## src/hw/rtl/pbss_pkg.sv

```systemverilog
// package: shared constants, command and status types for the slot selector
`default_nettype none
package pbss_pkg;

    localparam int MAX_SLOTS  = 16;
    localparam int COORD_BITS = 12;
    localparam int IDX_W      = $clog2(MAX_SLOTS);
    localparam int CNT_W      = $clog2(MAX_SLOTS + 1);

    // divider geometry: numerator up to diff*6553600, denominator up to den*bin_width
    localparam int NUM_W  = 56;
    localparam int DEN_W  = 48;
    localparam int STEP_W = $clog2(NUM_W + 1);

    localparam logic [31:0] GRID_STRIDE = 32'd100000;
    localparam logic [15:0] MIN_BIN_W   = 16'd26;
    localparam logic [14:0] BIN_SAT     = 15'h7FFF;

    // configuration register indexes
    localparam logic [2:0] REG_SLOT_LIMIT    = 3'd0;
    localparam logic [2:0] REG_BIN_WIDTH     = 3'd1;
    localparam logic [2:0] REG_EPSILON       = 3'd2;
    localparam logic [2:0] REG_ANCHOR_FIRST  = 3'd3;
    localparam logic [2:0] REG_FIXED_ANCHOR  = 3'd4;

    // datapath operations issued by the controller
    localparam logic [3:0] OP_NONE   = 4'd0;
    localparam logic [3:0] OP_ACCEPT = 4'd1;
    localparam logic [3:0] OP_REUSE  = 4'd2;
    localparam logic [3:0] OP_PREP   = 4'd3;
    localparam logic [3:0] OP_MUL    = 4'd4;
    localparam logic [3:0] OP_DIVB   = 4'd5;
    localparam logic [3:0] OP_STB    = 4'd6;
    localparam logic [3:0] OP_DIVP   = 4'd7;
    localparam logic [3:0] OP_STP    = 4'd8;
    localparam logic [3:0] OP_KEY    = 4'd9;
    localparam logic [3:0] OP_DEC    = 4'd10;
    localparam logic [3:0] OP_LOOK   = 4'd11;
    localparam logic [3:0] OP_SCAN   = 4'd12;
    localparam logic [3:0] OP_COMMIT = 4'd13;

    typedef struct packed {
        logic [3:0] op;
        logic       axis;
    } cmd_t;

    typedef struct packed {
        logic reuse;
        logic mode2d;
        logic div_done;
        logic hit;
        logic at_cap;
        logic scan_last;
    } status_t;

    // lowest set bit position
    function automatic logic [IDX_W-1:0] first_set(input logic [MAX_SLOTS-1:0] v);
        logic [IDX_W-1:0] r;
        r = '0;
        for (int i = MAX_SLOTS - 1; i >= 0; i--) begin
            if (v[i]) begin
                r = IDX_W'(i);
            end
        end
        return r;
    endfunction

endpackage
`default_nettype wire

```

## src/hw/rtl/pbss_ctrl.sv

```systemverilog
// module: sequencing state machine and output beat valid
`default_nettype none
module pbss_ctrl (
    input  wire logic              clk,
    input  wire logic              rst_n,
    input  wire logic              in_valid,
    output logic                   in_ready,
    output logic                   out_valid,
    input  wire logic              out_ready,
    input  wire pbss_pkg::status_t st,
    output pbss_pkg::cmd_t         cmd
);
    import pbss_pkg::*;

    localparam logic [3:0] S_IDLE   = 4'd0;
    localparam logic [3:0] S_START  = 4'd1;
    localparam logic [3:0] S_PREP   = 4'd2;
    localparam logic [3:0] S_MUL    = 4'd3;
    localparam logic [3:0] S_DIVB   = 4'd4;
    localparam logic [3:0] S_WB     = 4'd5;
    localparam logic [3:0] S_DIVP   = 4'd6;
    localparam logic [3:0] S_WP     = 4'd7;
    localparam logic [3:0] S_KEY    = 4'd8;
    localparam logic [3:0] S_DEC    = 4'd9;
    localparam logic [3:0] S_LOOK   = 4'd10;
    localparam logic [3:0] S_SCAN   = 4'd11;
    localparam logic [3:0] S_COMMIT = 4'd12;

    logic [3:0] state_reg;
    logic [3:0] state_next;
    logic       axis_reg;
    logic       axis_next;
    logic       out_valid_reg;
    logic       out_valid_next;

    always_comb
    begin
        state_next     = state_reg;
        axis_next      = axis_reg;
        out_valid_next = out_valid_reg && !out_ready;
        cmd.op         = OP_NONE;
        cmd.axis       = axis_reg;
        case (state_reg)
            S_IDLE:
            begin
                if (in_valid)
                begin
                    cmd.op     = OP_ACCEPT;
                    state_next = S_START;
                end
            end
            S_START:
            begin
                axis_next = 1'b0;
                if (st.reuse)
                begin
                    cmd.op     = OP_REUSE;
                    state_next = S_COMMIT;
                end
                else
                begin
                    state_next = S_PREP;
                end
            end
            S_PREP:
            begin
                cmd.op     = OP_PREP;
                state_next = S_MUL;
            end
            S_MUL:
            begin
                cmd.op     = OP_MUL;
                state_next = S_DIVB;
            end
            S_DIVB:
            begin
                cmd.op     = OP_DIVB;
                state_next = S_WB;
            end
            S_WB:
            begin
                cmd.op = OP_STB;
                if (st.div_done)
                begin
                    state_next = S_DIVP;
                end
            end
            S_DIVP:
            begin
                cmd.op     = OP_DIVP;
                state_next = S_WP;
            end
            S_WP:
            begin
                cmd.op = OP_STP;
                if (st.div_done)
                begin
                    if (!axis_reg && st.mode2d)
                    begin
                        axis_next  = 1'b1;
                        state_next = S_PREP;
                    end
                    else
                    begin
                        state_next = S_KEY;
                    end
                end
            end
            S_KEY:
            begin
                cmd.op     = OP_KEY;
                state_next = S_DEC;
            end
            S_DEC:
            begin
                cmd.op     = OP_DEC;
                state_next = S_LOOK;
            end
            S_LOOK:
            begin
                cmd.op     = OP_LOOK;
                state_next = (st.hit || !st.at_cap) ? S_COMMIT : S_SCAN;
            end
            S_SCAN:
            begin
                cmd.op = OP_SCAN;
                if (st.scan_last)
                begin
                    state_next = S_COMMIT;
                end
            end
            S_COMMIT:
            begin
                if (!out_valid_reg || out_ready)
                begin
                    cmd.op         = OP_COMMIT;
                    out_valid_next = 1'b1;
                    state_next     = S_IDLE;
                end
            end
            default:
            begin
                state_next = S_IDLE;
            end
        endcase
    end

    always_ff @(posedge clk or negedge rst_n)
    begin
        if (!rst_n)
        begin
            state_reg     <= S_IDLE;
            axis_reg      <= 1'b0;
            out_valid_reg <= 1'b0;
        end
        else
        begin
            state_reg     <= state_next;
            axis_reg      <= axis_next;
            out_valid_reg <= out_valid_next;
        end
    end

    assign in_ready  = state_reg == S_IDLE;
    assign out_valid = out_valid_reg;
endmodule
`default_nettype wire

```

## config.mk

```make
export PLATFORM = sky130hd
export DESIGN_NAME = pbss_ctrl
export DESIGN_NICKNAME = d
export VERILOG_FILES = /design/src/hw/rtl/pbss_pkg.sv /design/src/hw/rtl/pbss_ctrl.sv
export SDC_FILE = /design/constraint.sdc
export NUM_CORES = 1
export LEC_CHECK = 0
export ABC_CLOCK_PERIOD_IN_PS = 2600
export BUFFER_PORTS_ARGS = -buffer_cell sky130_fd_sc_hd__buf_4
export CELL_PAD_IN_SITES_DETAIL_PLACEMENT = 0
export CELL_PAD_IN_SITES_GLOBAL_PLACEMENT = 1
export CORE_MARGIN = 10
export CORE_UTILIZATION = 39
export CTS_BUF_LIST = sky130_fd_sc_hd__clkbuf_8 sky130_fd_sc_hd__clkbuf_16
export CTS_CLUSTER_DIAMETER = 100
export DETAILED_ROUTE_END_ITERATION = 8
export PLACE_DENSITY = 0.89
export SYNTH_ARGS = -nofsm -noshare
export SYNTH_HDL_FRONTEND = slang
export SYNTH_SLANG_ARGS = --single-unit
```

## constraint.sdc

```tcl
create_clock -name clk -period 2.6 [get_ports clk]
set_input_delay 0.26 -clock clk [delete_from_list [all_inputs] [get_ports clk]]
set_output_delay 0.26 -clock clk [all_outputs]
set_load 0.005 [all_outputs]
```

==> impl_results.md, run 1 <==
- Status: finished, final reports clean
- Final worst-path cycle share: 75.4%
- Arrival time worst endpoint: 1.70 ns
- DIE HEIGHT: 59.9 µm
- Worst skew pair latency: 0.22 ns
- Area grow syn2layout: 17.7%
- Initial antenna violation count: 0
- CP Launch Type: flip-flop
- CTS tree: built
- Wire length on met2: 687 µm
- Fillers: 150
- WL per Instance: 14.6 µm
- Critical path's top delay family: flip-flops
- RSZ-0062 raised after global routing: false
- First-pass GRT wire length: 2500 µm
- Port buffer count: 16
- MaxCap Viol Count: 0
- Final Slew Violations: 0
- Rel. slew slack: 52.9%
- DRC viols: 0
- Met1 WL: 617 µm
- Number of buffers and inverters on the critical path: 1
- Synth top area share: 24.2%
- CTS sink count: 6
- GR Util All Layers: 8.68%
- Post-route insts no fill: 96
- Total congestion overflow: 0
- Critical Path RT: 2.34 ns
- VDD IR max: 0.701 mV
- Largest net degree at the start of global routing: 23
- Max layer used: met4
- Multiplexer share of the synthesized area: 0%
- Distinct cells, synth: 38
- Largest cells by area after synthesis: dfrtp_1 24%, buf_6 9.1%, a21oi_1 6.5%
- Post-Synth XOR/XNOR Area: 0%
- Period minus WS final: 1.96 ns
- HP Class: in -> reg
- Post-layout nets: 92
- Post-Syn Instances: 69
- Mapped Area: 621 µm²
- CP peak stage delay: 0.61 ns
- Gpl congestion: 0.787
- Seq cells post-synth: 6
- F_max: 510 MHz
- Die area: 3590 µm²
- Fin area: 731 µm²
- WL final: 1400 µm
- Placed cell count: 92
- Largest family of logic cells by synthesized area: compound AO/OA/AOI/OAI gates
- Post-DP Area: 679 µm²
- # IOs: 17
- Net count after synthesis: 79
- Post-synthesis sequential area ratio: 24.2%
- Core footprint: 1510 µm²
- Synth Area in Adders: 0%
- CTS max path bufs: 2
- Post-synth ARST share: 100%
- Avg Inst Size Synth: 8.99 µm²
- Most instantiated library cell after synthesis: a21oi_1
- Rows: 14
- Crit-path slowest cell: dfrtp_1
- Number of flip-flops under the largest register name: 4
- Leakage: 0.313 nW
- PwrDens: 1190 nW/µm²
- Worst-Margin Slew: 0.707 ns
- Share of cells above drive strength 1: 33.8%
- Met3 wire length: 70 µm
- Diode count: 0
- Fin. Hold Viols: 0
- CTS resizes: 0
- Area leader, netlist: dfrtp_1
- Synth Area in Compound Gates: 34.1%
- Die X: 59.9 µm
- DP HPWL: 1040 µm
- Vias per inst: 6.00
- Vias in the first global route: 567
- Drt pass-1 iters: 4
- CP Max Fanout: 19
- Layout Skew: 0.00325 ns
- Root buf cell: clkbuf_8
- Post-synthesis simple-gate area fraction: 27.4%
- Syn. warnings: 0
- Final TNS setup: 0 ns
- Cts bufs inserted: 3
- Cell breakdown of the critical path: or3_1 -> a21oi_1 -> a221oi_2 -> buf_4
- CP Capture Type: output pin
- H-tree depth: 1
- Vias: 576
- Starting Density: 41.2%
- Final setup fails: 0
- Worst-path clk slew: 0.04 ns
- EDFF count, synth: 0
- Ys flop type: dfrtp_1
- Number of DRC markers in iteration 0: 9
- Setup CP Type: reg -> out
- Synth cell count leaders: 8 x a21oi_1, 6 x dfrtp_1, 5 x buf_6
- ANT nets after route: 0
[what timing repair did]
| item | CTS | global route |
|---|---|---|
| setup buffers | 0 | 0 |
| hold buffers | 1 | 0 |
| endpoints found under the hold margin | 6 | 0 |
[cells by family after synthesis]
family | Yosys count
compound gates | 29
buf+inv | 11
flops | 6
simple gates | 23
[tightest hold or removal path, cell delays in order]
cell and delay, ns:
buf_4 0.08, a41oi_1 0.09, nor2_1 0.10
[path summary, 6_finish.rpt]
path | from | to | slack, ns | cells past startpoint
worst max register to register | state_reg[3] | state_reg[2] | 0.97 | 4
max in group asynchronous | rst_n | state_reg[1] | 2.08 | 2
worst max-delay path | state_reg[2] | cmd[2] | 0.64 | 4
worst min-delay path | st[4] | axis_reg | 0.36 | 3
worst min register to register | axis_reg | axis_reg | 0.56 | 2
min in group asynchronous | rst_n | state_reg[0] | 0.40 | 2
[final cells by class]
class                      instances  area [µm²]  area share [%]
multi-input combinational         52         382            52.2
timing repair buffer              17         130            17.8
clock buffer                       3        41.3            5.65
tap                               16        20.0            2.74
sequential                         6         150            20.5
inverter                           2        7.51            1.03
[report_power, final]
group | internal, W | switching (W) | total (W)
clock network | 0.0000994 | 0.0000392 | 0.000139
logic | 0.000256 | 0.000174 | 0.000430
registers | 0.000126 | 0.000172 | 0.000298
total | 0.000481 | 0.000385 | 0.000866
[through the flow]
step	setup WS (ns)	util (%)	total power, W	hold WS [ns]
finish	0.638	48.5	0.000866	0.361
floorplan	1.28	-	0.000658	-0.0356
detailed placement	0.875	45.1	0.000732	0.0730
global route	0.533	48.5	0.000953	0.389
CTS	0.640	48.5	0.000874	0.367
global placement	0.908	45.1	0.000731	0.0716
[metal layers]
layer  vias up  track usage [%]
li1        288                -
met1       268             10.7
met2        18             13.5
met3         2             2.54
met4         0             3.85
met5         -                0
[cell usage in the layout (no fill, tap or decap), drive strengths merged, types with 3 or more instances in the layout]
master  synthesis  final
a21oi           8      8
buf             9     16
clkbuf          0      3
dfrtp           6      6
nand2b          4      4
nor2            4      4
o211ai          3      3
o21ai           3      3
Power figures use the tool's default switching activity.
==> run 2: changes to the inputs <==
ABC_CLOCK_PERIOD_IN_PS = 1900   (was 2600)
CORE_UTILIZATION = 37   (was 39)
PLACE_DENSITY = 0.85   (was 0.89)
clock period = 1.9 ns   (was 2.6 ns; I/O delays follow)
==> impl_results.md, run 2 (same netlist as run 1, synthesis figures left out) <==
- Status: finished, final reports clean
- CP Capture Type: output pin
- HP Class: in -> reg
- Final Slew Violations: 0
- Most frequent cells in the layout: 19 x buf_4, 8 x a21oi_1, 5 x dfrtp_1
- Vias in the first global route: 645
- DP HPWL: 1140 µm
- RSZ-0062 raised after global routing: false
- # Post-CTS Setup Buffers: 0
- Drt pass-1 iters: 4
- Worst skew pair latency: 0.22 ns
- Number of DRC markers in iteration 0: 16
- DRC viols: 0
- Critical path's top delay family: flip-flops
- Final TNS setup: 0 ns
- Die X: 61.0 µm
- ANT nets after route: 0
- Worst-path clk slew: 0.04 ns
- Setup WS post-layout: 0.135 ns
- Rel. slew slack: 68.2%
- Starting Density: 40.3%
- H-tree depth: 1
- PwrDens: 1650 nW/µm²
- Area grow syn2layout: 21.6%
- Core footprint: 1540 µm²
- Number of flip-flops under the largest register name: 4
- Commonest non-fill, non-tap cell in the layout: buf_4
- Crit-path slowest cell: dfrtp_1
- Root buf cell: clkbuf_8
- Leakage: 0.327 nW
- Setup CP Type: reg -> out
- Vias per inst: 5.88
- Fin area: 754 µm²
- Vias: 582
- Total congestion overflow: 0
- F_max: 567 MHz
- # IOs: 17
- CP peak stage delay: 0.54 ns
- CTS tree: built
- Post-DP Area: 702 µm²
- WL final: 1530 µm
- Die area: 3720 µm²
- First-pass GRT wire length: 2770 µm
- Fillers: 162
- Placement Setup Slack: 0.356 ns
- Number of buffers and inverters on the critical path: 1
- Arrival time worst endpoint: 1.57 ns
- Fin. Hold Viols: 0
- Port buffer count: 16
- Final worst-path cycle share: 92.9%
- Cts bufs inserted: 3
- Post-route insts no fill: 99
- CP Launch Type: flip-flop
- VDD IR max: 0.762 mV
- Gpl congestion: 0.851
- GR Util All Layers: 9.76%
- Largest net degree at the start of global routing: 23
- DIE HEIGHT: 61.0 µm
- CTS max path bufs: 2
- CTS sink count: 6
- Cell breakdown of the critical path: or3_1 -> a21oi_1 -> a221oi_2 -> buf_4
- Period minus WS final: 1.76 ns
- MaxCap Viol Count: 0
- Final setup fails: 0
- Diode count: 0
- WL per Instance: 15.5 µm
- Post-layout nets: 95
- Layout Skew: 0.000620 ns
- Critical Path RT: 1.71 ns
- Initial antenna violation count: 0
- Placed cell count: 95
- Rows: 14
- Share of cells above drive strength 1: 37.3%
- CP Max Fanout: 13
- Worst-Margin Slew: 0.477 ns
[run 2: changes by cell type in the layout (fill, tap and decap cells not counted), sizes merged]
cell,change
buf,+3
[run 2: metal layers]
| metal | global-route usage (%) | up-vias | share of wire, % |
|---|---|---|---|
| li1 | - | 290 | - |
| met1 | 10.3 | 270 | 43 |
| met2 | 15.7 | 17 | 48 |
| met3 | 3.13 | 5 | 5.8 |
| met4 | 7.52 | 0 | 3.3 |
| met5 | 0 | - | 0 |
[run 2: stage by stage]
| stage | hold slack, ns | utilization [%] | total power [W] |
|---|---|---|---|
| finish | 0.290 | 48.9 | 0.00124 |
| CTS | 0.293 | 48.9 | 0.00125 |
| floorplan | -0.106 | - | 0.000901 |
| detailed placement | 0.00299 | 45.5 | 0.00105 |
| global placement | -0.000903 | 45.5 | 0.00105 |
| global route | 0.320 | 48.9 | 0.00136 |
[run 2: power breakdown]
part           leakage (nW)  switching (W)  internal (W)
logic                 0.229       0.000328      0.000381
registers            0.0767       0.000164      0.000177
clock network        0.0216      0.0000561      0.000136
total                 0.327       0.000548      0.000695
[run 2: worst paths after layout]
| kind | from | to | slack (ns) | cells past startpoint |
|---|---|---|---|---|
| min reg2reg | axis_reg | axis_reg | 0.57 | 2 |
| min | st[4] | axis_reg | 0.29 | 3 |
| max reg2reg | state_reg[1] | state_reg[2] | 0.41 | 5 |
| max in group asynchronous | rst_n | state_reg[0] | 1.46 | 2 |
| min in group asynchronous | rst_n | state_reg[2] | 0.31 | 2 |
| max | state_reg[3] | cmd[2] | 0.14 | 4 |
[run 2: final cells by class]
class	count	area, µm²	area share, %
Timing Repair Buffer	20	153	20.2
Multi-Input combinational cell	52	382	50.6
Inverter	2	7.51	0.995
Sequential cell	6	151	20.1
Clock buffer	3	41.3	5.47
Tap cell	16	20.0	2.65
[run 2: repair_timing]
| item | in CTS | in global routing |
|---|---|---|
| hold endpoints to repair | 6 | 0 |
| hold buffers | 1 | 0 |
| gates resized for setup | 0 | 1 |
| endpoints found under the setup margin | 0 | 1 |
[run 2: tightest hold or removal path, cell delays in order]
cell     delay (ns)
buf_4          0.08
a41oi_1        0.10
nor2_1         0.10
